## src/rtl/ata_pkg.sv

```systemverilog
// Package for the accelerometer tilt-angle block: widths, CORDIC angle table,
// lane control struct. No dependencies.
package ata_pkg;
  localparam int CordicStages = 16;
  localparam int AngleFracBits = 8;
  localparam int AccFrac = 16;
  localparam int SqW = 50;               // sum of squares shifted by 16
  localparam int MagW = 25;              // magnitudes with 8 fraction bits
  localparam int CW = MagW + 3;          // CORDIC x/y width
  localparam int ZW = 25;                // accumulator width
  localparam int RootSteps = SqW / 2;    // one root bit per stage
  localparam logic [ZW-1:0] NinetyAcc = 25'd5898240;
  localparam int StageCount = RootSteps + CordicStages + 2;

  typedef struct packed {
    logic neg;
    logic num_zero;
    logic den_zero;
  } lane_ctl_t;

  function automatic logic [ZW-1:0] atan_tab(input int i);
    logic [ZW-1:0] t;
    case (i)
      0: t = 25'd2949120;  1: t = 25'd1740967;  2: t = 25'd919879;
      3: t = 25'd466945;   4: t = 25'd234379;   5: t = 25'd117304;
      6: t = 25'd58666;    7: t = 25'd29335;    8: t = 25'd14668;
      9: t = 25'd7334;     10: t = 25'd3667;    11: t = 25'd1833;
      12: t = 25'd917;     13: t = 25'd458;     14: t = 25'd229;
      15: t = 25'd115;     16: t = 25'd57;      17: t = 25'd29;
      18: t = 25'd14;      19: t = 25'd7;       20: t = 25'd4;
      21: t = 25'd2;       22: t = 25'd1;
      default: t = '0;
    endcase
    return t;
  endfunction
endpackage

```

## src/rtl/ata_if.sv

```systemverilog


interface ata_out_if;
  logic valid;
  logic ready;
  logic signed [15:0] roll_angle;
  logic signed [15:0] pitch_angle;
  logic signed [15:0] tilt_angle;
  logic [2:0] undefined_mask;
  modport source(output valid, roll_angle, pitch_angle, tilt_angle, undefined_mask,
                 input ready);
  modport sink(input valid, roll_angle, pitch_angle, tilt_angle, undefined_mask,
               output ready);
endinterface

```

## src/rtl/ata_merge.sv

```systemverilog
// Merging stage: packs the three lane results into one output transfer and
// holds it in a skid pair so the pipeline can run while the sink stalls, until the skid fills.
// Depends on ata_pkg and ata_if.
module ata_merge
  import ata_pkg::*;
(
  input  logic               clk,
  input  logic               rst,
  input  logic               in_valid,
  output logic               in_ready,
  input  logic signed [15:0] roll,
  input  logic signed [15:0] pitch,
  input  logic signed [15:0] tilt,
  input  logic [2:0]         mask,
  ata_out_if.source          out
);
  logic [50:0] main_d, skid_d;
  logic        main_v, skid_v;

  assign in_ready = !skid_v;
  assign out.valid = main_v;
  assign {out.roll_angle, out.pitch_angle, out.tilt_angle, out.undefined_mask} = main_d;

  always_ff @(posedge clk) begin
    if (rst) begin
      main_v <= 1'b0;
      skid_v <= 1'b0;
    end else begin
      if (!main_v || out.ready) begin
        if (skid_v) begin
          main_d <= skid_d; main_v <= 1'b1; skid_v <= 1'b0;
        end else begin
          main_d <= {roll, pitch, tilt, mask}; main_v <= in_valid;
        end
      end else if (in_valid && !skid_v) begin
        skid_d <= {roll, pitch, tilt, mask}; skid_v <= 1'b1;
      end
    end
  end

`ifndef SYNTHESIS
  a_skid_needs_main: assert property (@(posedge clk) disable iff (rst) skid_v |-> main_v)
    else $error("skid holds data while output register is empty");
  a_hold: assert property (@(posedge clk) disable iff (rst)
    main_v && !out.ready |=> main_v && $stable(main_d))
    else $error("stalled result changed");
  a_drain: assert property (@(posedge clk) disable iff (rst)
    skid_v && out.ready |=> main_v && !skid_v)
    else $error("skid entry not moved forward");
`endif
endmodule

```

## src/flat_wrapper.sv

```systemverilog
// flat-port wrapper written by rule: the top's interface ports become plain ports
module ata_merge_flat import ata_pkg::*;
  (clk, rst, in_valid, in_ready, roll, pitch, tilt, mask, out_valid, out_roll_angle, out_pitch_angle, out_tilt_angle, out_undefined_mask, out_ready);
  ata_out_if out_i ();
  input  logic clk;
  input  logic rst;
  input  logic in_valid;
  output logic in_ready;
  input  logic signed [15:0] roll;
  input  logic signed [15:0] pitch;
  input  logic signed [15:0] tilt;
  input  logic [2:0] mask;
  output wire logic [$bits(out_i.valid)-1:0] out_valid;
  output wire logic [$bits(out_i.roll_angle)-1:0] out_roll_angle;
  output wire logic [$bits(out_i.pitch_angle)-1:0] out_pitch_angle;
  output wire logic [$bits(out_i.tilt_angle)-1:0] out_tilt_angle;
  output wire logic [$bits(out_i.undefined_mask)-1:0] out_undefined_mask;
  input wire logic [$bits(out_i.ready)-1:0] out_ready;
  assign out_valid = out_i.valid;
  assign out_roll_angle = out_i.roll_angle;
  assign out_pitch_angle = out_i.pitch_angle;
  assign out_tilt_angle = out_i.tilt_angle;
  assign out_undefined_mask = out_i.undefined_mask;
  assign out_i.ready = out_ready;
  ata_merge u_core (.clk(clk), .rst(rst), .in_valid(in_valid), .in_ready(in_ready), .roll(roll), .pitch(pitch), .tilt(tilt), .mask(mask), .out(out_i));
endmodule
```

## config.mk

```make
export PLATFORM = sky130hd
export DESIGN_NAME = ata_merge_flat
export DESIGN_NICKNAME = d
export VERILOG_FILES = /design/src/rtl/ata_pkg.sv /design/src/rtl/ata_if.sv /design/src/rtl/ata_merge.sv /design/src/flat_wrapper.sv
export SDC_FILE = /design/constraint.sdc
export NUM_CORES = 1
export LEC_CHECK = 0
export ABC_AREA = 1
export BUFFER_PORTS_ARGS = -buffer_cell sky130_fd_sc_hd__buf_2
export CORE_AREA = 2 2 87 89
export CTS_CLUSTER_SIZE = 40
export DETAILED_ROUTE_END_ITERATION = 10
export DIE_AREA = 0 0 89 91
export HOLD_SLACK_MARGIN = 0.1
export PLACE_DENSITY = 0.86
export SETUP_SLACK_MARGIN = 0.05
export SYNTH_ARGS = -nofsm -noshare
export SYNTH_HDL_FRONTEND = slang
export SYNTH_SLANG_ARGS = --single-unit
```

## constraint.sdc

```tcl
create_clock -name clk -period 9 [get_ports clk]
set_input_delay 0 -clock clk [delete_from_list [all_inputs] [get_ports clk]]
set_output_delay 0 -clock clk [all_outputs]
set_load 0.02 [all_outputs]
```

==> flow_summary.toml <==
[setup_path]
timing.critical_path.slowest_cell_delay_ns = 0.65
worstPathMaxFanout = 54
reg2regPathDepth = 4
critical_path_arrival_ns = 2.62
crit_type = "flip-flop to flip-flop"
worstSetupEndpointType = "flip-flop"
crit_path_start_kind = "flip-flop"
critPathSlowestCell = "dfxtp_2"
reg2reg_slack_ns = 6.38
critPathRequiredTime_ns = 9.00
worst_setup_path_startpoint = "u_core.skid_v$_SDFFE_PP0P_"
reg2reg_to = "u_core.skid_d[1]$_DFFE_PP_"
cp_cell_sequence = "inv_8 -> nand2_1 -> nor2_4 -> buf_4"
rr_startpoint = "u_core.skid_v$_SDFFE_PP0P_"

[floorplanning]
placementRows = 31
floorplan.die_area_um2 = 8100
num_io_pins = 108
core_um2 = 7140
initial_utilization_pct = 54.1
horizontal_die_dimension_um = 89
height_of_the_chip_um = 91

[logic_synthesis]
seq_area_frac_synth_pct = 80.4
synth_area_leader_cell = "edfxtp_1"
synthesis.instances = 279
yosysTopAreaCellShare_pct = 79.3
syn_std_cell_area_um2 = 3860
synth_fp_nets = 334
syn_area_per_cell_um2 = 13.8
yosys_warnings = 0
top_cells_by_area_in_the_synthesized_netlist = "edfxtp_1 79%, nand2_1 14%, buf_6 1.5%"
synth.distinct_cells = 13
postSynthRegisterBits = 104

[placement]
gp_congestion = 0.705
cell_area_reported_after_detailed_placement_um2 = 4450
io_buffers = 107
pre_cts_ws_ns = 6.37
place.detailed.hpwl_mm = 4.46
dpl.cell_count = 476

[cts]
number_of_gates_resized_after_cts = 0
clock_tree.root_cell = "clkbuf_8"
number_of_buffers_created_by_cts = 9
clk-insertion-delay-late_ns = 0.34
cts_tree = "built"
cts.path.max_buffers = 2
clk_pin_slew_ns = 0.10
cts.sinks = 104
clock_tree.htree_level_count = 3

[timing]
fin_skew_ns = 0.0108
min_period_over_period_pct = 29.1
timing.final.setup_violations = 0
worstMarginPinSlew_ns = 1.04
timing_hold_violations_final = 0
timing_max_transition_violations_final = 0
rsz0062_at_grt = "false"
fin_ws_ns = 6.38
final.min_clock_period_ns = 2.62
hold_slack_ns = 0.344
setup_total_negative_slack_ns = 0
slew-limit-headroom_pct = 30.9
max_freq_mhz = 382

[global_routing]
antenna_violations_before_repair = 0
wire_length_of_the_first_global_routing_pass_mm = 12.0
first_global_vias = 2618
grt.overflow.total = 0
grt_max_degree = 55
global_route.usage.total_pct = 19.4

[cells_and_area]
finish.cell_count_without_fillers = 548
post_route_cells_drive_above_1_share_pct = 30.1
diodes = 0
layout.core_utilization_pct = 72.5
layout_common_cells = "146 x nand2_1, 107 x buf_2, 102 x edfxtp_1"
num-fill-cells = 515
num-nets-final = 499
layout_commonest_cell = "nand2_1"
area_growth_syn_to_layout_pct = 34.0
finish.instance_area_um2 = 5170

[detailed_routing]
route.final.wire_length_mm = 7.46
viasPerCell = 4.68
vias = 2563
drt-initial-drc-count = 129
post_drt_wl_per_cell_um = 13.6
drt.antenna.violating_nets = 0
drt_first_pass_iters = 4
remaining_drc_errors = 0

[min_path]
hold_start = "rst"
min-delay-path-class = "input port to flip-flop"
worst_hold_path.num_cells = 4
hold_path_end = "u_core.skid_d[43]$_DFFE_PP_"

[run]
maxCapViolCount = 0

[power]
total_leakage_power_nw = 2.18
powerDensity_nw_per_um2 = 175
peakVddDrop_uv = 104
finalPower_mw = 0.905

[outcome]
status = "completed"
## worst max-delay path by stage
stage	end	slack, ns	cells past startpoint
finish	u_core.skid_d[1]$_DFFE_PP_	6.38	4
global route	u_core.skid_d[1]$_DFFE_PP_	6.18	4
CTS	u_core.skid_d[19]$_DFFE_PP_	6.37	4
global placement	u_core.skid_d[5]$_DFFE_PP_	6.51	4
detailed placement	u_core.skid_d[0]$_DFFE_PP_	6.37	4
floorplan	u_core.main_d[0]$_DFFE_PP_	5.61	1
## report_power, final
part / leakage, nW / switching, mW / internal (mW)
Combinational: 1.13 / 0.0549 / 0.0420
Clock: 0.0809 / 0.145 / 0.101
Sequential: 0.972 / 0.00707 / 0.555
Total: 2.18 / 0.207 / 0.698
## critical path, delay by kind of cell, from the launching register on
| kind | cells | cell delay, ns |
|---|---|---|
| buffers and inverters | 2 | 0.86 |
| DFF | 1 | 0.65 |
| and+or+nand+nor | 2 | 0.72 |
## layout make-up
| type | instances | area (um2) | area share (%) |
|---|---|---|---|
| Timing Repair Buffer | 165 | 1110 | 21.5 |
| Inverter | 3 | 18.8 | 0.363 |
| Clock inverter | 5 | 33.8 | 0.653 |
| Multi-Input combinational cell | 161 | 649 | 12.6 |
| Tap cell | 99 | 124 | 2.39 |
| Clock buffer | 11 | 131 | 2.54 |
| Sequential cell | 104 | 3100 | 60.0 |
## registers in the layout, summed over array words and instances, names as in the netlist
signal	flops
u_core.out.valid	1
u_core.skid_d	51
u_core.main_d	51
u_core.skid_v	1
## synth_stat cells
| master | n |
|---|---|
| nand3_1 | 1 |
| buf_6 | 5 |
| nand2_2 | 9 |
| nor2_1 | 3 |
| o21ai_0 | 1 |
| buf_4 | 5 |
| inv_8 | 1 |
| buf_8 | 1 |
| dfxtp_1 | 2 |
| edfxtp_1 | 102 |
| a21oi_1 | 1 |
| nand2_1 | 146 |
| inv_1 | 2 |
## routing by layer
| metal | routed length, um | global-route usage, % | vias up |
|---|---|---|---|
| met5 | 0 | 0 | - |
| met4 | 63 | 5.35 | 0 |
| met3 | 338 | 4.45 | 6 |
| met2 | 4060 | 34.1 | 86 |
| met1 | 3000 | 23.8 | 1209 |
| li1 | - | - | 1262 |
## logic make-up after synthesis
| family | Yosys count | synth area share (%) |
|---|---|---|
| and+or+nand+nor | 159 | 16.1 |
| DFF | 104 | 80.4 |
| buffers and inverters | 14 | 3.31 |
| AOI/OAI and AO/OA | 2 | 0.259 |
## repair_timing
action,CTS,global route
setup buffers,0,0
hold buffers,56,0
endpoints found under the hold margin,104,0
Note: power is estimated with default switching activity, not from simulation.
